**src/code_lock_controller_core_defines.svh**
```systemverilog
// -----------------------------------------------------------------------------
// code_lock_controller_core_defines.svh
// Assertion macros used by the code lock controller core.
// -----------------------------------------------------------------------------
`ifndef CODE_LOCK_CONTROLLER_CORE_DEFINES_SVH
`define CODE_LOCK_CONTROLLER_CORE_DEFINES_SVH

`ifndef ASSERT_OFF

// Same-cycle implication, held off during reset
`define CLC_ASSERT_IMPL(label, clk, rst_n, pre, post, msg) \
	label: assert property (@(posedge clk) disable iff (!rst_n) (pre) |-> (post)) \
		else $error(msg);

// Next-cycle implication, held off during reset
`define CLC_ASSERT_NEXT(label, clk, rst_n, pre, post, msg) \
	label: assert property (@(posedge clk) disable iff (!rst_n) (pre) |=> (post)) \
		else $error(msg);

`else

`define CLC_ASSERT_IMPL(label, clk, rst_n, pre, post, msg)
`define CLC_ASSERT_NEXT(label, clk, rst_n, pre, post, msg)

`endif

`endif

```
**src/clc_pkg.sv**
```systemverilog
// -----------------------------------------------------------------------------
// clc_pkg
// Types, register indexes and constants of the code lock controller.
// -----------------------------------------------------------------------------
`default_nettype none

package clc_pkg;

	// Entry length and derived digit counter width
	localparam int unsigned MAX_DIGITS = 6;
	localparam int unsigned CNT_W      = $clog2(MAX_DIGITS + 1);

	// Field widths
	localparam int unsigned CODE_W  = 20;
	localparam int unsigned STEPS_W = 16;
	localparam int unsigned DUTY_W  = 10;
	localparam int unsigned BYTE_W  = 8;
	localparam int unsigned IDX_W   = 3;
	localparam int unsigned ACC_W   = CODE_W + 4;

	// Register indexes
	localparam logic [IDX_W-1:0] REG_UNLOCK_CODE = 3'd0;
	localparam logic [IDX_W-1:0] REG_OPEN_STEPS  = 3'd1;
	localparam logic [IDX_W-1:0] REG_DENY_STEPS  = 3'd2;
	localparam logic [IDX_W-1:0] REG_OPEN_DUTY   = 3'd3;
	localparam logic [IDX_W-1:0] REG_CLOSED_DUTY = 3'd4;

	// Register reset values
	localparam logic [CODE_W-1:0]  RESET_UNLOCK_CODE = 20'd123456;
	localparam logic [STEPS_W-1:0] RESET_OPEN_STEPS  = 16'd500;
	localparam logic [STEPS_W-1:0] RESET_DENY_STEPS  = 16'd200;
	localparam logic [DUTY_W-1:0]  RESET_OPEN_DUTY   = 10'd75;
	localparam logic [DUTY_W-1:0]  RESET_CLOSED_DUTY = 10'd50;

	// Limits and characters
	localparam logic [DUTY_W-1:0] DUTY_MAX  = 10'd1000;
	localparam logic [CODE_W-1:0] VALUE_MAX = 20'hFFFFF;
	localparam logic [BYTE_W-1:0] CHAR_CR   = 8'h0D;
	localparam logic [BYTE_W-1:0] CHAR_LF   = 8'h0A;
	localparam logic [BYTE_W-1:0] CHAR_0    = 8'h30;
	localparam logic [BYTE_W-1:0] CHAR_9    = 8'h39;

	typedef enum logic [1:0] {
		MODE_IDLE    = 2'd0,
		MODE_ENTRY   = 2'd1,
		MODE_GRANTED = 2'd2,
		MODE_DENIED  = 2'd3
	} lock_mode_t;

	typedef struct packed {
		logic [CODE_W-1:0]  unlock_code;
		logic [STEPS_W-1:0] open_steps;
		logic [STEPS_W-1:0] deny_steps;
		logic [DUTY_W-1:0]  open_duty;
		logic [DUTY_W-1:0]  closed_duty;
	} cfg_t;

	typedef struct packed {
		logic              button_level;
		logic              byte_valid;
		logic [BYTE_W-1:0] rx_byte;
	} step_t;

	typedef struct packed {
		lock_mode_t        mode;
		logic              green_lamp;
		logic              red_lamp;
		logic [DUTY_W-1:0] servo_duty;
		logic              echo_star;
		logic              prompt_start;
	} res_t;

	function automatic logic [DUTY_W-1:0] clamp_duty(input logic [DUTY_W-1:0] d);
		return (d > DUTY_MAX) ? DUTY_MAX : d;
	endfunction

endpackage

`default_nettype wire

```
**src/clc_step_if.sv**
```systemverilog
// -----------------------------------------------------------------------------
// clc_step_if
// Input channel: one control step per transaction.
// -----------------------------------------------------------------------------
`default_nettype none

interface clc_step_if;
	logic                      valid;
	logic                      ready;
	logic                      button_level;
	logic                      byte_valid;
	logic [clc_pkg::BYTE_W-1:0] rx_byte;

	modport source (output valid, button_level, byte_valid, rx_byte, input ready);
	modport sink   (input valid, button_level, byte_valid, rx_byte, output ready);
endinterface

`default_nettype wire

```
**src/clc_result_if.sv**
```systemverilog
// -----------------------------------------------------------------------------
// clc_result_if
// Output channel: lock status after each control step.
// -----------------------------------------------------------------------------
`default_nettype none

interface clc_result_if;
	logic                      valid;
	logic                      ready;
	logic [1:0]                mode;
	logic                      green_lamp;
	logic                      red_lamp;
	logic [clc_pkg::DUTY_W-1:0] servo_duty;
	logic                      echo_star;
	logic                      prompt_start;

	modport source (output valid, mode, green_lamp, red_lamp, servo_duty, echo_star,
		prompt_start, input ready);
	modport sink   (input valid, mode, green_lamp, red_lamp, servo_duty, echo_star,
		prompt_start, output ready);
endinterface

`default_nettype wire

```
**src/clc_cfg_regs.sv**
```systemverilog
// -----------------------------------------------------------------------------
// clc_cfg_regs
// Configuration register file, written by index, no read-back.
// -----------------------------------------------------------------------------
`default_nettype none

module clc_cfg_regs (
	input  wire logic                        clk,
	input  wire logic                        arst_n,
	input  wire logic                        wr_en,
	input  wire logic [clc_pkg::IDX_W-1:0]   wr_index,
	input  wire logic [clc_pkg::CODE_W-1:0]  wr_data,
	output clc_pkg::cfg_t                    cfg
);

	clc_pkg::cfg_t cfg_q;

	// Register writes; unknown indexes are ignored
	always_ff @(posedge clk or negedge arst_n) begin
		if (!arst_n) begin
			cfg_q.unlock_code <= clc_pkg::RESET_UNLOCK_CODE;
			cfg_q.open_steps  <= clc_pkg::RESET_OPEN_STEPS;
			cfg_q.deny_steps  <= clc_pkg::RESET_DENY_STEPS;
			cfg_q.open_duty   <= clc_pkg::RESET_OPEN_DUTY;
			cfg_q.closed_duty <= clc_pkg::RESET_CLOSED_DUTY;
		end else if (wr_en) begin
			unique case (wr_index)
				clc_pkg::REG_UNLOCK_CODE: cfg_q.unlock_code <= wr_data;
				clc_pkg::REG_OPEN_STEPS:  cfg_q.open_steps  <= wr_data[clc_pkg::STEPS_W-1:0];
				clc_pkg::REG_DENY_STEPS:  cfg_q.deny_steps  <= wr_data[clc_pkg::STEPS_W-1:0];
				clc_pkg::REG_OPEN_DUTY:   cfg_q.open_duty   <= wr_data[clc_pkg::DUTY_W-1:0];
				clc_pkg::REG_CLOSED_DUTY: cfg_q.closed_duty <= wr_data[clc_pkg::DUTY_W-1:0];
				default: ;
			endcase
		end
	end

	assign cfg = cfg_q;

endmodule

`default_nettype wire

```
**src/clc_ctrl.sv**
```systemverilog
// -----------------------------------------------------------------------------
// clc_ctrl
// Lock state machine: mode, button history, digit entry and hold timer.
// Updates once per fired step and gives the status after that step.
// -----------------------------------------------------------------------------
`default_nettype none

module clc_ctrl (
	input  wire logic           clk,
	input  wire logic           arst_n,
	input  wire logic           fire,
	input  wire clc_pkg::step_t item,
	input  wire clc_pkg::cfg_t  cfg,
	output clc_pkg::res_t       res
);

	clc_pkg::lock_mode_t              mode_q, mode_n;
	logic                             prev_button_q, prev_button_n;
	logic [clc_pkg::CNT_W-1:0]        digit_count_q, digit_count_n;
	logic [clc_pkg::CODE_W-1:0]       entered_value_q, entered_value_n;
	logic [clc_pkg::STEPS_W-1:0]      hold_q, hold_n;

	logic                             rising;
	logic                             is_end;
	logic                             is_digit;
	logic [3:0]                       digit;
	logic [clc_pkg::ACC_W-1:0]        acc;
	logic [clc_pkg::CODE_W-1:0]       acc_sat;
	logic [clc_pkg::CNT_W-1:0]        count_inc;
	logic                             code_match;
	logic                             line_match;

	// Decode of the step
	always_comb begin
		rising    = item.button_level && !prev_button_q;
		is_end    = (item.rx_byte == clc_pkg::CHAR_CR) || (item.rx_byte == clc_pkg::CHAR_LF);
		is_digit  = (item.rx_byte >= clc_pkg::CHAR_0) && (item.rx_byte <= clc_pkg::CHAR_9);
		digit     = 4'(item.rx_byte - clc_pkg::CHAR_0);
		// value * 10 + digit, saturated to the field width
		acc       = (clc_pkg::ACC_W'(entered_value_q) << 3)
			+ (clc_pkg::ACC_W'(entered_value_q) << 1) + clc_pkg::ACC_W'(digit);
		acc_sat   = (acc > clc_pkg::ACC_W'(clc_pkg::VALUE_MAX)) ? clc_pkg::VALUE_MAX
			: acc[clc_pkg::CODE_W-1:0];
		count_inc  = digit_count_q + clc_pkg::CNT_W'(1);
		line_match = (entered_value_q == cfg.unlock_code);
		code_match = (acc_sat == cfg.unlock_code);
	end

	// Next state
	always_comb begin
		mode_n          = mode_q;
		prev_button_n   = prev_button_q;
		digit_count_n   = digit_count_q;
		entered_value_n = entered_value_q;
		hold_n          = hold_q;
		if (fire) begin
			prev_button_n = item.button_level;
			unique case (mode_q)
				clc_pkg::MODE_IDLE: begin
					if (rising) begin
						mode_n          = clc_pkg::MODE_ENTRY;
						digit_count_n   = '0;
						entered_value_n = '0;
					end
				end
				clc_pkg::MODE_ENTRY: begin
					if (item.byte_valid) begin
						priority if (is_end && (digit_count_q != '0)) begin
							// line end closes entry with the digits so far
							mode_n          = line_match ? clc_pkg::MODE_GRANTED
								: clc_pkg::MODE_DENIED;
							hold_n          = line_match ? cfg.open_steps : cfg.deny_steps;
							digit_count_n   = '0;
							entered_value_n = '0;
						end else if (is_digit) begin
							if (count_inc >= clc_pkg::CNT_W'(clc_pkg::MAX_DIGITS)) begin
								// last digit closes entry
								mode_n          = code_match ? clc_pkg::MODE_GRANTED
									: clc_pkg::MODE_DENIED;
								hold_n          = code_match ? cfg.open_steps
									: cfg.deny_steps;
								digit_count_n   = '0;
								entered_value_n = '0;
							end else begin
								digit_count_n   = count_inc;
								entered_value_n = acc_sat;
							end
						end
					end
				end
				clc_pkg::MODE_GRANTED, clc_pkg::MODE_DENIED: begin
					// hold timer; zero acts as one
					if (hold_q <= clc_pkg::STEPS_W'(1)) begin
						hold_n = '0;
						mode_n = clc_pkg::MODE_IDLE;
					end else begin
						hold_n = hold_q - clc_pkg::STEPS_W'(1);
					end
				end
				default: ;
			endcase
		end
	end

	// Status after the step
	always_comb begin
		res.mode         = mode_n;
		res.green_lamp   = (mode_n == clc_pkg::MODE_GRANTED);
		res.red_lamp     = (mode_n == clc_pkg::MODE_DENIED);
		res.servo_duty   = (mode_n == clc_pkg::MODE_GRANTED)
			? clc_pkg::clamp_duty(cfg.open_duty) : clc_pkg::clamp_duty(cfg.closed_duty);
		res.echo_star    = fire && (mode_q == clc_pkg::MODE_ENTRY) && item.byte_valid && is_digit;
		res.prompt_start = fire && (mode_q == clc_pkg::MODE_IDLE) && rising;
	end

	// State registers
	always_ff @(posedge clk or negedge arst_n) begin
		if (!arst_n) begin
			mode_q          <= clc_pkg::MODE_IDLE;
			prev_button_q   <= 1'b0;
			digit_count_q   <= '0;
			entered_value_q <= '0;
			hold_q          <= '0;
		end else begin
			mode_q          <= mode_n;
			prev_button_q   <= prev_button_n;
			digit_count_q   <= digit_count_n;
			entered_value_q <= entered_value_n;
			hold_q          <= hold_n;
		end
	end

endmodule

`default_nettype wire

```
**src/code_lock_controller_core.sv**
```systemverilog
// -----------------------------------------------------------------------------
// Code lock controller core.
// The step channel carries one control step per transaction: the debounced
// button level, a byte-present flag and the received byte. The result channel
// returns one status transaction per step: mode, lamps, servo duty and the
// echo and prompt pulses, showing the state after that step.
// The write port (wr_en, wr_index, wr_data) sets the unlock code, the open and
// deny hold lengths in steps, and the open and closed servo duties; write it
// only while no step is in flight.
// A step accepted into the input register is presented on the result channel
// once it is loaded into the result register. Throughput: one step per cycle;
// the input and result registers form a two-stage pipe that advances whenever
// the result register is empty or taken, so the state update sets the pace.
// When the receiver stalls, the result register holds, the input register
// still takes one more step, and then step.ready drops until the result moves.
// Reset puts the lock in idle with the door closed and loads the register
// defaults; no clearing pass is needed.
// -----------------------------------------------------------------------------
`default_nettype none

`include "code_lock_controller_core_defines.svh"

module code_lock_controller_core (
	input  wire logic                        clk,
	input  wire logic                        arst_n,
	clc_step_if.sink                         step,
	clc_result_if.source                     result,
	input  wire logic                        wr_en,
	input  wire logic [clc_pkg::IDX_W-1:0]   wr_index,
	input  wire logic [clc_pkg::CODE_W-1:0]  wr_data
);

	clc_pkg::cfg_t  cfg;
	clc_pkg::step_t item_s1;
	clc_pkg::res_t  res_next;
	clc_pkg::res_t  res_s2;
	logic           valid_s1;
	logic           valid_s2;
	logic           adv;
	logic           fire;

	// Pipe control
	assign adv        = !valid_s2 || result.ready;
	assign fire       = valid_s1 && adv;
	assign step.ready = !valid_s1 || adv;

	// Input register
	always_ff @(posedge clk or negedge arst_n) begin
		if (!arst_n) begin
			valid_s1 <= 1'b0;
		end else if (step.ready) begin
			valid_s1 <= step.valid;
		end
	end

	always_ff @(posedge clk) begin
		if (step.ready && step.valid) begin
			item_s1.button_level <= step.button_level;
			item_s1.byte_valid   <= step.byte_valid;
			item_s1.rx_byte      <= step.rx_byte;
		end
	end

	clc_cfg_regs u_cfg (
		.clk      (clk),
		.arst_n   (arst_n),
		.wr_en    (wr_en),
		.wr_index (wr_index),
		.wr_data  (wr_data),
		.cfg      (cfg)
	);

	clc_ctrl u_ctrl (
		.clk    (clk),
		.arst_n (arst_n),
		.fire   (fire),
		.item   (item_s1),
		.cfg    (cfg),
		.res    (res_next)
	);

	// Result register
	always_ff @(posedge clk or negedge arst_n) begin
		if (!arst_n) begin
			valid_s2 <= 1'b0;
		end else if (adv) begin
			valid_s2 <= valid_s1;
		end
	end

	always_ff @(posedge clk) begin
		if (fire) begin
			res_s2 <= res_next;
		end
	end

	assign result.valid        = valid_s2;
	assign result.mode         = res_s2.mode;
	assign result.green_lamp   = res_s2.green_lamp;
	assign result.red_lamp     = res_s2.red_lamp;
	assign result.servo_duty   = res_s2.servo_duty;
	assign result.echo_star    = res_s2.echo_star;
	assign result.prompt_start = res_s2.prompt_start;

	// Checks
	`CLC_ASSERT_IMPL(a_lamps_exclusive, clk, arst_n, valid_s2,
		!(res_s2.green_lamp && res_s2.red_lamp), "green and red lamp both on")
	`CLC_ASSERT_IMPL(a_prompt_mode, clk, arst_n, valid_s2 && res_s2.prompt_start,
		res_s2.mode == clc_pkg::MODE_ENTRY, "prompt without code entry")
	`CLC_ASSERT_IMPL(a_echo_mode, clk, arst_n, valid_s2 && res_s2.echo_star,
		res_s2.mode != clc_pkg::MODE_IDLE, "digit echo while idle")
	`CLC_ASSERT_NEXT(a_stall_holds_s1, clk, arst_n, valid_s1 && !adv,
		valid_s1 && $stable(item_s1), "stalled step lost from input register")

endmodule

`default_nettype wire

```
**src/flat_wrapper.sv**
```systemverilog
// flat-port wrapper written by rule: the top's interface ports become plain ports
module code_lock_controller_core_flat 
  (clk, arst_n, wr_en, wr_index, wr_data, step_valid, step_button_level, step_byte_valid, step_rx_byte, step_ready, result_valid, result_mode, result_green_lamp, result_red_lamp, result_servo_duty, result_echo_star, result_prompt_start, result_ready);
  clc_step_if step_i ();
  clc_result_if result_i ();
  input  wire logic clk;
  input  wire logic arst_n;
  input  wire logic wr_en;
  input  wire logic [clc_pkg::IDX_W-1:0] wr_index;
  input  wire logic [clc_pkg::CODE_W-1:0] wr_data;
  input wire logic [$bits(step_i.valid)-1:0] step_valid;
  input wire logic [$bits(step_i.button_level)-1:0] step_button_level;
  input wire logic [$bits(step_i.byte_valid)-1:0] step_byte_valid;
  input wire logic [$bits(step_i.rx_byte)-1:0] step_rx_byte;
  output wire logic [$bits(step_i.ready)-1:0] step_ready;
  output wire logic [$bits(result_i.valid)-1:0] result_valid;
  output wire logic [$bits(result_i.mode)-1:0] result_mode;
  output wire logic [$bits(result_i.green_lamp)-1:0] result_green_lamp;
  output wire logic [$bits(result_i.red_lamp)-1:0] result_red_lamp;
  output wire logic [$bits(result_i.servo_duty)-1:0] result_servo_duty;
  output wire logic [$bits(result_i.echo_star)-1:0] result_echo_star;
  output wire logic [$bits(result_i.prompt_start)-1:0] result_prompt_start;
  input wire logic [$bits(result_i.ready)-1:0] result_ready;
  assign step_i.valid = step_valid;
  assign step_i.button_level = step_button_level;
  assign step_i.byte_valid = step_byte_valid;
  assign step_i.rx_byte = step_rx_byte;
  assign step_ready = step_i.ready;
  assign result_valid = result_i.valid;
  assign result_mode = result_i.mode;
  assign result_green_lamp = result_i.green_lamp;
  assign result_red_lamp = result_i.red_lamp;
  assign result_servo_duty = result_i.servo_duty;
  assign result_echo_star = result_i.echo_star;
  assign result_prompt_start = result_i.prompt_start;
  assign result_i.ready = result_ready;
  code_lock_controller_core u_core (.clk(clk), .arst_n(arst_n), .step(step_i), .result(result_i), .wr_en(wr_en), .wr_index(wr_index), .wr_data(wr_data));
endmodule
```
**config.mk**
```make
export PLATFORM = sky130hd
export DESIGN_NAME = code_lock_controller_core_flat
export DESIGN_NICKNAME = d
export VERILOG_FILES = /design/src/clc_pkg.sv /design/src/clc_step_if.sv /design/src/clc_result_if.sv /design/src/clc_cfg_regs.sv /design/src/clc_ctrl.sv /design/src/code_lock_controller_core.sv /design/src/flat_wrapper.sv
export VERILOG_INCLUDE_DIRS = /design/src /design/src/src
export SDC_FILE = /design/constraint.sdc
export NUM_CORES = 1
export LEC_CHECK = 0
export BUFFER_PORTS_ARGS = -buffer_cell sky130_fd_sc_hd__buf_2
export CORE_ASPECT_RATIO = 0.9
export CORE_MARGIN = 10
export CORE_UTILIZATION = 45
export DETAILED_ROUTE_END_ITERATION = 7
export SYNTH_ARGS = -nofsm -noshare
export SYNTH_HDL_FRONTEND = slang
export SYNTH_SLANG_ARGS = --single-unit
```
**constraint.sdc**
```tcl
create_clock -name clk -period 9.3 [get_ports clk]
set_input_delay 0.465 -clock clk [delete_from_list [all_inputs] [get_ports clk]]
set_output_delay 0.465 -clock clk [all_outputs]
set_load 0.02 [all_outputs]
```
==> results by group, run 1 <==
Floorplanning
  • Die X: 166 microns
  • Top Ports: 56
  • Die Span Y: 152 microns
  • Die Area: 25,200 sq um
  • Core area: 19,000 sq um
  • Std-Cell Rows: 48
  • Starting Density: 0.456

Timing
  • Final period util: 0.601
  • Tightest Pin Transition: 1.03 ns
  • Slew headroom: 0.314
  • Maximum achievable frequency: 179 MHz
  • Worst hold slack: 0.00942 ns
  • Count of final setup violators: 0
  • Worst Skew: 0.00939 ns
  • RSZ-0062 raised after global routing: no
  • Hold Vio Cnt, Final: 0
  • Post-route setup TNS: 0 ns
  • Max-slew violations: 0
  • Minimum clock period: 5.59 ns

Clock tree
  • CTS tree: built
  • Clock root buffer: clkbuf_16
  • CTS Buf Count: 17
  • # H-tree levels: 4
  • Post CTS Setup Buffer Count: 0
  • Clock Sink Count: 142
  • Clock Latency Late Sink: 0.42 ns
  • Post_cts resized: 0
  • CTS clock-pin slew for the worst setup and hold paths: 0.07 ns
  • Clock buffer depth: 2
  • # hold bufs at CTS: 0

Critical path
  • Worst setup path class: flop to flop
  • Worst Path Required: 9.66 ns
  • Crit Path Max Fanout: 33
  • Reg2Reg Setup Slack: 3.71 ns
  • Reg-to-Reg End: u_core.u_ctrl.hold_q[2]
  • Cell count of the worst reg-to-reg path: 13
  • Reg2reg start: u_core.u_ctrl.entered_value_q[0]
  • CP Launch Type: flop
  • Arrival time of the worst setup path: 5.95 ns
  • Critical path capture point type: flop

Placement
  • Routability cong.: 0.858
  • I/O Buffers: 55
  • Post-DP HPWL: 15,300 microns
  • Post-DP Area: 9160 sq um

Pwr
  • Peak supply drop: 0.125 mV
  • Clock power frac: 0.213
  • Combinational share of power: 0.482
  • Cell Pwr Density: 340 nW/um^2
  • Flop pwr share: 0.305
  • LEAKAGE: 4.17 nW
  • Switching share of power: 0.422
  • P_sw: 0.00140 W
  • Total power draw: 0.00333 W
  • P_int: 0.00192 W

Synthesis
  • Synth warn: 0
  • Adder-cell share of the synthesized area: 0.0681
  • Multiplexer area fraction after synthesis: 0.109
  • Synth top area cells: dfrtp_1 27%, edfxtp_1 9.0%, mux2_2 9.0%
  • Synth Cell Area: 8670 sq um
  • Synth Area in XOR/XNOR: 0.0502
  • Number of synthesized flops with an enable pin: 26
  • Fraction of registers with async set/reset: 0.817
  • Yosys reg bits: 142
  • Synth area leader: dfrtp_1
  • Mapped Nets: 940
  • Prevailing post-synth register cell: dfrtp_1
  • Avg Inst Size Synth: 10.1 sq um
  • Post-synth cell types: 76
  • Register area share after synthesis: 0.428
  • Largest family of logic cells by synthesized area: simple AND/OR/NAND/NOR gates
  • Gate Count Post-Synth: 856
  • Yosys top cell area share: 0.271
  • Synth Area in Compound Gates: 0.140
  • Simple-Gate Fraction of Synth Area: 0.176

Global routing
  • GRT overflow: 0
  • Total GRT Usage: 0.169
  • Global-route wire length before repair: 35,000 microns
  • Initial antenna violation count: 0
  • Largest net degree at the start of global routing: 78
  • Vias in the first global route: 6,464

Drt
  • Drt initial violations: 510
  • WL/cell: 18.2 microns
  • DR DRC count: 0
  • Final WL: 21,200 microns
  • Avg Vias per Cell: 5.69
  • DR pass1 iterations: 5
  • Final ANT Viol Nets: 0
  • Vias: 6,624

Final layout
  • Antenna cells: 0
  • Share of layout cells above drive strength 1: 0.235
  • Layout area overhead: 12.7%
  • Fin nets: 985
  • Final instance area: 9770 sq um

Job
  • Max-cap check violation count: 0

Outcome
  • Status: finished clean

Hold path
  • HP Class: primary input to async pin
cells in the mapped netlist, types with 4 or more instances:
| cell | n |
|---|---|
| nand2_1 | 111 |
| dfrtp_1 | 94 |
| mux2_2 | 69 |
| ha_1 | 44 |
| nand3_1 | 44 |
| o21ai_0 | 41 |
| a21oi_1 | 34 |
| nor2_1 | 33 |
| xnor2_1 | 31 |
| edfxtp_1 | 26 |
| nor3_1 | 24 |
| clkbuf_1 | 23 |
| or3_1 | 23 |
| dfstp_2 | 22 |
| inv_1 | 17 |
| a31oi_1 | 15 |
| nand4_1 | 14 |
| o21ai_1 | 12 |
| xor2_1 | 11 |
| nand2b_1 | 10 |
| o211ai_1 | 10 |
| a21o_1 | 9 |
| mux2i_1 | 9 |
| o21bai_1 | 8 |
| and2_1 | 7 |
| buf_2 | 7 |
| a211oi_1 | 6 |
| and3_1 | 5 |
| and4_1 | 5 |
| o41ai_1 | 5 |
| buf_4 | 4 |
| mux2_4 | 4 |
| nor3b_1 | 4 |
| nor4_1 | 4 |
| o21a_1 | 4 |
sequential cells by signal, indices dropped and copies added (netlist names), 2 cells and up:
name / cells
u_core.u_cfg.cfg: 72
u_core.u_ctrl.hold_q: 16
u_core.result.servo_duty: 10
u_core.result.mode: 2
u_core.u_ctrl.digit_count_q: 3
u_core.item_s1: 10
u_core.u_ctrl.entered_value_q: 20
u_core.u_ctrl.mode_q: 2
placed cells by master, fill, tap and decap left out, types with 10 or more instances in the layout:
master,n
nand2_1,111
xnor2_1,31
inv_1,17
dfrtp_1,94
clkbuf_16,17
a31oi_1,15
xor2_1,11
nand2b_1,10
nor2_1,32
buf_2,54
o211ai_1,10
buf_4,10
edfxtp_1,26
dfstp_2,22
nor3_1,23
a21oi_1,34
o21ai_0,41
mux2_2,69
ha_1,44
nand4_1,14
or3_1,23
o21ai_1,12
nand3_1,44
routing by layer:
layer,routed length [microns],GRT usage
met5,0,0
met4,227,0.0417
met3,992,0.0340
met2,9170,0.255
met1,10800,0.244
kinds of logic (layout without fill, tap and decap cells):
logic type      after synthesis  in the layout
fa+ha+maj                    46             46
mux                          84             84
buf+inv                      55            113
simple gates                305            305
xor+xnor                     45             45
flops                       142            142
compound gates              179            179
worst max-delay path, cell delays in order, from the launching register on:
cell      delay (ns)
dfrtp_1         0.44
fa_1            0.55
fa_1            0.48
a21o_1          0.24
a221oi_4        0.35
o21ai_1         0.17
a211oi_2        0.25
mux2i_1         0.24
nand4_2         0.62
or3_1           0.60
a22oi_2         0.18
and4_1          0.90
mux2_1          0.39
nand3_1         0.08
power groups by stage:
stage                     combinational (W)  sequential [W]  clock (W)
after floorplan                     0.00128        0.000980          0
after global placement              0.00159         0.00102          0
after detailed placement            0.00160         0.00102          0
after CTS                           0.00161         0.00101   0.000722
after global routing                0.00180         0.00104   0.000752
final                               0.00160         0.00101   0.000708
worst max path at each step:
stage | startpoint | to | slack, ns | cells past startpoint
detailed placement | u_core.u_ctrl.entered_value_q[0] | u_core.u_ctrl.hold_q[2] | 3.77 | 13
CTS | u_core.u_ctrl.entered_value_q[0] | u_core.u_ctrl.hold_q[2] | 3.74 | 13
global placement | u_core.u_ctrl.entered_value_q[0] | u_core.u_ctrl.hold_q[2] | 3.92 | 13
finish | u_core.u_ctrl.entered_value_q[0] | u_core.u_ctrl.hold_q[2] | 3.71 | 13
floorplan | u_core.u_ctrl.entered_value_q[0] | u_core.result.servo_duty[5] | 4.97 | 14
global route | u_core.u_ctrl.entered_value_q[0] | u_core.u_ctrl.hold_q[2] | 3.28 | 13
layout make-up:
class | count | area [sq um]
repair buffers | 64 | 345
fillers | 1694 | 9260
inverters | 17 | 63.8
clock buffers | 17 | 425
clock inverters | 15 | 185
well taps | 250 | 313
flip-flops and latches | 142 | 3710
multi-input cells | 659 | 4730
per-stage QoR:
stage | utilization | cells | worst slack (ns)
2_1_floorplan | - | 856 | 4.97
3_3_place_gp | 0.481 | 1132 | 3.92
3_5_place_dp | 0.481 | 1132 | 3.77
4_1_cts | 0.513 | 1164 | 3.74
5_1_grt | 0.513 | 1164 | 3.28
6_report | 0.513 | 1164 | 3.71
No activity file was read; power rests on OpenSTA's default activity.
==> inputs of run 2 (changes only) <==
==> constraint.sdc (replaced) <==
create_clock -name clk -period 4.9 [get_ports clk]
set_input_delay 0.245 -clock clk [delete_from_list [all_inputs] [get_ports clk]]
set_output_delay 0.245 -clock clk [all_outputs]
set_load 0.02 [all_outputs]
==> run 2 against run 1 <==
Final cell count is 2.6% higher; non-clock buffer count increased by 29; cell area up 3.1%; via count grew 3.1%; critical endpoint is now u_core.result.servo_duty[9]; largest power group unchanged.
==> results by group, run 2 (synthesis results as in run 1) <==
Pwr
  • P_sw: 0.00277 W
  • LEAKAGE: 4.29 nW
  • Switching share of power: 0.423
  • P_int: 0.00378 W
  • Combinational share of power: 0.502
  • Clock power frac: 0.204
  • Peak supply drop: 0.275 mV
  • Cell Pwr Density: 649 nW/um^2
  • Flop pwr share: 0.294

Global routing
  • Met1 usage: 0.253
  • Busiest grt layer: met2
  • GRT overflow: 0
  • Largest net degree at the start of global routing: 63
  • GR Util met2: 0.259
  • Initial antenna violation count: 0
  • Global-route wire length before repair: 35,700 microns
  • Vias in the first global route: 6,563
  • Total GRT Usage: 0.175
  • GR Util met3: 0.0389

Critical path
  • Crit Path Max Fanout: 5
  • Most frequent CP cell: a211oi_2
  • Slowest CP cell: fa_1
  • Cell count of the worst reg-to-reg path: 14
  • Worst Path Required: 5.08 ns
  • Worst setup path class: flop to flop
  • Reg2Reg Setup Slack: 0.22 ns
  • Slowest cell delay on critical path: 0.54 ns
  • Arrival time of the worst setup path: 4.86 ns
  • CP Launch Type: flop
  • Critical path capture point type: flop
  • Reg2reg start: u_core.item_s1[3]
  • Critical-path cell list: fa_1 > fa_2 > a21o_1 > a221oi_4 > o21ai_2 > a211oi_2 > mux2i_2 > nand4_4 > or3_1 > a22oi_2 > nand4_1 > a211oi_2 > buf_6 > mux2_1
  • Reg-to-Reg End: u_core.result.servo_duty[9]

Hold path
  • Worst hold endpoint: u_core.u_cfg.cfg[46]
  • Hold wc startpoint: wr_data[10]
  • HP Class: primary input to flop
  • Cell count of the worst hold path: 3

Floorplanning
  • Top Ports: 56
  • Starting Density: 0.456
  • Die Area: 25,200 sq um
  • Die X: 166 microns
  • Std-Cell Rows: 48
  • Die Span Y: 152 microns
  • Core area: 19,000 sq um

Clock tree
  • CTS clock-pin slew for the worst setup and hold paths: 0.07 ns
  • CTS tree: built
  • Clock root buffer: clkbuf_16
  • Clock buffer depth: 2
  • Clock Sink Count: 142
  • CTS Buf Count: 17
  • Clock Latency Late Sink: 0.44 ns
  • # H-tree levels: 4

Timing
  • Post-route setup TNS: 0 ns
  • Worst Skew: 0.0137 ns
  • RSZ-0062 raised after global routing: no
  • Maximum achievable frequency: 214 MHz
  • Minimum clock period: 4.68 ns
  • Count of final setup violators: 0
  • Worst hold slack: 0.0521 ns
  • Max-slew violations: 0
  • Hold Vio Cnt, Final: 0
  • Slew headroom: 0.249
  • Tightest Pin Transition: 1.11 ns
  • Final period util: 0.955

Drt
  • Final ANT Viol Nets: 0
  • DR DRC count: 0
  • Vias: 6,831
  • WL/cell: 18.4 microns
  • Final WL: 22,000 microns
  • Drt initial violations: 666
  • Avg Vias per Cell: 5.72
  • DR pass1 iterations: 5

Final layout
  • FILL cells: 1,679
  • Register area: 3710 sq um
  • Most frequent cells in the layout: 111 x nand2_1, 93 x dfrtp_1, 69 x mux2_2
  • Area of the multi-input gates: 4770 sq um
  • Layout area overhead: 16.2%
  • Leading cell type in the layout, fill and taps excluded: nand2_1
  • Post-Route Utilization: 0.530
  • Fin nets: 1,015
  • Share of layout cells above drive strength 1: 0.254
  • Max FFs per register: 72
  • Antenna cells: 0

Placement
  • Routability cong.: 0.870
  • Post-DP HPWL: 15,600 microns
  • I/O Buffers: 55

Job
  • Max-cap check violation count: 0

Outcome
  • Status: finished clean
==> run 2: changes by cell type in the layout (fill, tap and decap cells not counted), moves of 3 or more <==
cell           previous run  this run
inv_6                     6         3
clkinv_4                  0         4
dlygate4sd3_1             0        12
buf_4                    10        24
==> run 2: area by class of cell <==
cell class / instances / share of cell area
inverters: 17 / 0.00633
clock buffers: 18 / 0.0447
clock inverters: 14 / 0.0168
multi-input cells: 660 / 0.474
flip-flops and latches: 142 / 0.368
well taps: 250 / 0.0310
repair buffers: 93 / 0.0593
==> run 2: how the worst max path moves through the flow <==
stage / to / startpoint / slack (ns)
6_report: u_core.result.servo_duty[9] / u_core.item_s1[3] / 0.22
5_1_grt: u_core.result.servo_duty[9] / u_core.item_s1[3] / 0.02
4_1_cts: u_core.result.servo_duty[9] / u_core.u_ctrl.entered_value_q[0] / 0.12
3_5_place_dp: u_core.result.servo_duty[9] / u_core.u_ctrl.entered_value_q[0] / 0.13
3_3_place_gp: u_core.result.servo_duty[9] / u_core.u_ctrl.entered_value_q[0] / 0.22
2_1_floorplan: u_core.result.servo_duty[5] / u_core.u_ctrl.entered_value_q[0] / 0.57
==> run 2: metal layers <==
layer / wire, microns / up-vias
met5: 0 / -
met4: 315 / 0
met3: 970 / 23
met2: 9600 / 168
met1: 11100 / 3333
li1: - / 3307
==> run 2: worst max-delay path: cells and delay by family, from the launching register on <==
kind            cells  cell delay (ns)
compound gates      6             1.43
fa+ha+maj           2             0.91
buf+inv             1             0.19
flops               1             0.43
mux                 2             0.68
simple gates        3             0.77
==> run 2: power groups by stage <==
stage	clock, W	sequential, W	combinational, W
global placement	0	0.00194	0.00310
detailed placement	0	0.00194	0.00311
CTS	0.00136	0.00192	0.00314
global route	0.00142	0.00197	0.00367
finish	0.00134	0.00193	0.00328
floorplan	0	0.00186	0.00243
==> run 2: timing repair <==
action / in CTS / in global routing
hold buffers: 12 / 0
hold endpoints to repair: 62 / 0
endpoints found under the setup margin: 0 / 11
gates resized for setup: 0 / 10
buffers inserted: 0 / 9
==> run 2: metrics by stage <==
stage | area, sq um | power (W) | worst slack [ns] | std cells
3_3_place_gp | 9220 | 0.00504 | 0.218 | 1139
4_1_cts | 9960 | 0.00642 | 0.120 | 1183
2_1_floorplan | 8670 | 0.00429 | 0.570 | 856
6_report | 10100 | 0.00655 | 0.222 | 1194
5_1_grt | 10100 | 0.00706 | 0.0158 | 1194
3_5_place_dp | 9220 | 0.00505 | 0.130 | 1139
==> inputs of run 3 (changes only) <==
--- a/config.mk
+++ b/config.mk
@@ -6,11 +6,13 @@
 export SDC_FILE = /design/constraint.sdc
 export NUM_CORES = 1
 export LEC_CHECK = 0
+export ABC_AREA = 1
 export BUFFER_PORTS_ARGS = -buffer_cell sky130_fd_sc_hd__buf_2
 export CORE_ASPECT_RATIO = 0.9
 export CORE_MARGIN = 10
 export CORE_UTILIZATION = 45
 export DETAILED_ROUTE_END_ITERATION = 7
+export PLACE_DENSITY_LB_ADDON = 0.15
 export SYNTH_ARGS = -nofsm -noshare
 export SYNTH_HDL_FRONTEND = slang
 export SYNTH_SLANG_ARGS = --single-unit
==> run 3 against run 2 <==
First-iteration DRC count increased by 5.3%; global-route usage increased by 0.53 points; synthesized area increased by 3.3%; critical path type unchanged; critical endpoint is now u_core.result.servo_duty[8].
==> results by group, run 3 <==
Final layout
  • Post-Layout Cell Count: 1,503
  • Most frequent cells in the layout: 317 x nand2_1, 143 x inv_1, 106 x o21ai_0
  • Area of the multi-input gates: 4480 sq um
  • Share of layout cells above drive strength 1: 0.131
  • FILL cells: 1,868
  • Leading cell type in the layout, fill and taps excluded: nand2_1
  • Max FFs per register: 72
  • Antenna cells: 0
  • Register area: 3710 sq um
  • Fin nets: 1,324
  • Layout area overhead: 13.1%

Clock tree
  • CTS Buf Count: 17
  • # H-tree levels: 4
  • Post CTS Setup Buffer Count: 0
  • Post_cts resized: 0
  • CTS clock-pin slew for the worst setup and hold paths: 0.07 ns
  • CTS tree: built
  • Clock Sink Count: 142
  • Clock root buffer: clkbuf_16
  • # hold bufs at CTS: 11
  • Clock buffer depth: 2
  • Clock Latency Late Sink: 0.43 ns

Synthesis
  • Prevailing post-synth register cell: dfrtp_1
  • Simple-Gate Fraction of Synth Area: 0.263
  • Post-synth cell types: 45
  • Fraction of registers with async set/reset: 0.817
  • Yosys top cell area share: 0.263
  • Avg Inst Size Synth: 7.57 sq um
  • Register area share after synthesis: 0.414
  • Synth Cell Area: 8960 sq um
  • Largest family of logic cells by synthesized area: simple AND/OR/NAND/NOR gates
  • Synth top area cells: dfrtp_1 26%, nand2_1 13%, edfxtp_1 8.7%
  • Synth warn: 0
  • Most common cell in the synthesized netlist: nand2_1
  • Yosys reg bits: 142
  • Gate Count Post-Synth: 1,184
  • Synth area leader: dfrtp_1
  • Commonest cells in the netlist: 317 x nand2_1, 143 x inv_1, 106 x o21ai_0
  • Mapped Nets: 1,268
  • Synth Area in XOR/XNOR: 0.0371
  • Adder-cell share of the synthesized area: 0.0659
  • Multiplexer area fraction after synthesis: 0.00126
  • Number of synthesized flops with an enable pin: 26
  • Synth Area in Compound Gates: 0.132

Global routing
  • Largest net degree at the start of global routing: 63
  • Total GRT Usage: 0.180
  • Global-route wire length before repair: 38,200 microns
  • GRT overflow: 0
  • Vias in the first global route: 7,300
  • Initial antenna violation count: 0

Placement
  • Placed Cells incl. Taps: 1,460
  • Routability cong.: 0.921
  • Post-DP HPWL: 16,800 microns
  • I/O Buffers: 55

Drt
  • Met2 routed WL: 9750 microns
  • Vias: 7,713
  • Final ANT Viol Nets: 0
  • Avg Vias per Cell: 5.13
  • WL/cell: 15.4 microns
  • Final WL: 23,100 microns
  • DR pass1 iterations: 5
  • Met3 routed WL: 1260 microns
  • Routed metal-1 wire length: 11,900 microns
  • DR DRC count: 0
  • Drt initial violations: 701
  • Top Layer Used: met4

Timing
  • Minimum clock period: 4.41 ns
  • Tightest Pin Transition: 1.14 ns
  • Slew headroom: 0.238
  • RSZ-0062 raised after global routing: no
  • Maximum achievable frequency: 227 MHz
  • Final period util: 0.899
  • Post-route setup TNS: 0 ns
  • Max-slew violations: 0
  • Worst hold slack: 0.0384 ns
  • Worst Skew: 0.0127 ns
  • Count of final setup violators: 0
  • Hold Vio Cnt, Final: 0

Floorplanning
  • Die X: 169 microns
  • Top Ports: 56
  • Std-Cell Rows: 48
  • Core area: 19,400 sq um
  • Die Area: 26,000 sq um
  • Starting Density: 0.462
  • Die Span Y: 154 microns

Critical path
  • Worst Path Required: 5.08 ns
  • Critical path capture point type: flop
  • Worst setup path class: flop to flop
  • Crit Path Max Fanout: 20
  • Arrival time of the worst setup path: 4.59 ns
  • CP Launch Type: flop

Pwr
  • Cell Pwr Density: 422 nW/um^2
  • Peak supply drop: 0.222 mV
  • LEAKAGE: 4.91 nW

Outcome
  • Status: finished clean

Job
  • Max-cap check violation count: 0

Hold path
  • HP Class: primary input to flop
[run 3: cell families after synthesis]
logic type | after synthesis
AOI/OAI and AO/OA | 223
xor gates and xnor gates | 38
adders and majority gates | 46
buffers and inverters | 192
DFF | 142
muxes | 1
and+or+nand+nor | 542
[run 3: layout make-up]
class | count | area share
Clock buffer | 19 | 0.0437
Sequential cell | 142 | 0.366
Inverter | 154 | 0.0570
Tap cell | 250 | 0.0309
Multi-Input combinational cell | 850 | 0.442
Clock inverter | 13 | 0.0151
Timing Repair Buffer | 75 | 0.0449
[run 3: critical path: stages, from the launching register on]
cell and delay, ns:
dfrtp_1 0.42, fa_1 0.54, fa_1 0.48, nand3_1 0.13, nand3_1 0.19, nand4_1 0.18, nand3_1 0.09, nand2_1 0.07
nand2_1 0.08, nor2_4 0.17, buf_4 0.28, nand3_1 0.14, nand2_1 0.09, nand2_1 0.05, nor2_1 0.10, nand2_1 0.10
nor2_4 0.13, nand4_1 0.12, nand2_1 0.08, nand2_1 0.04, nand2_1 0.05, nand2_1 0.06, nand2_2 0.20, nand2_2 0.20
nand2_1 0.12, nand2_1 0.05
[run 3: metrics by stage]
stage / power, W / cell area [sq um] / setup slack (ns) / utilization
detailed placement: 0.00297 / 9430 / 0.540 / 0.486
floorplan: 0.00265 / 8960 / 1.24 / -
CTS: 0.00430 / 10100 / 0.523 / 0.522
global placement: 0.00296 / 9430 / 0.554 / 0.486
finish: 0.00427 / 10100 / 0.494 / 0.522
global route: 0.00458 / 10100 / 0.103 / 0.522
[run 3: where the power goes]
group	internal (W)	leakage (nW)	switching, W	total, W
clock	0.000774	0.293	0.000535	0.00131
combinational	0.000468	3.03	0.000790	0.00126
sequential	0.00149	1.58	0.000222	0.00171
total	0.00273	4.91	0.00155	0.00427
[run 3: worst paths after layout]
| kind | start | end | slack, ns | cells after the start |
|---|---|---|---|---|
| max | u_core.u_ctrl.entered_value_q[0] | u_core.result.servo_duty[8] | 0.49 | 25 |
| min | step_valid | u_core.valid_s1 | 0.04 | 3 |
| max reg2reg | u_core.u_ctrl.entered_value_q[0] | u_core.result.servo_duty[8] | 0.49 | 25 |
| min reg2reg | u_core.u_cfg.cfg[35] | u_core.u_cfg.cfg[35] | 0.48 | 2 |
| max in group asynchronous | arst_n | u_core.u_cfg.cfg[63] | 3.22 | 3 |
| min in group asynchronous | arst_n | u_core.u_ctrl.hold_q[10] | 0.46 | 2 |
[run 3: metal layers]
metal,GRT usage,vias up
met5,0,-
met4,0.0452,0
met3,0.0370,15
met2,0.258,167
met1,0.268,3577
li1,-,3954
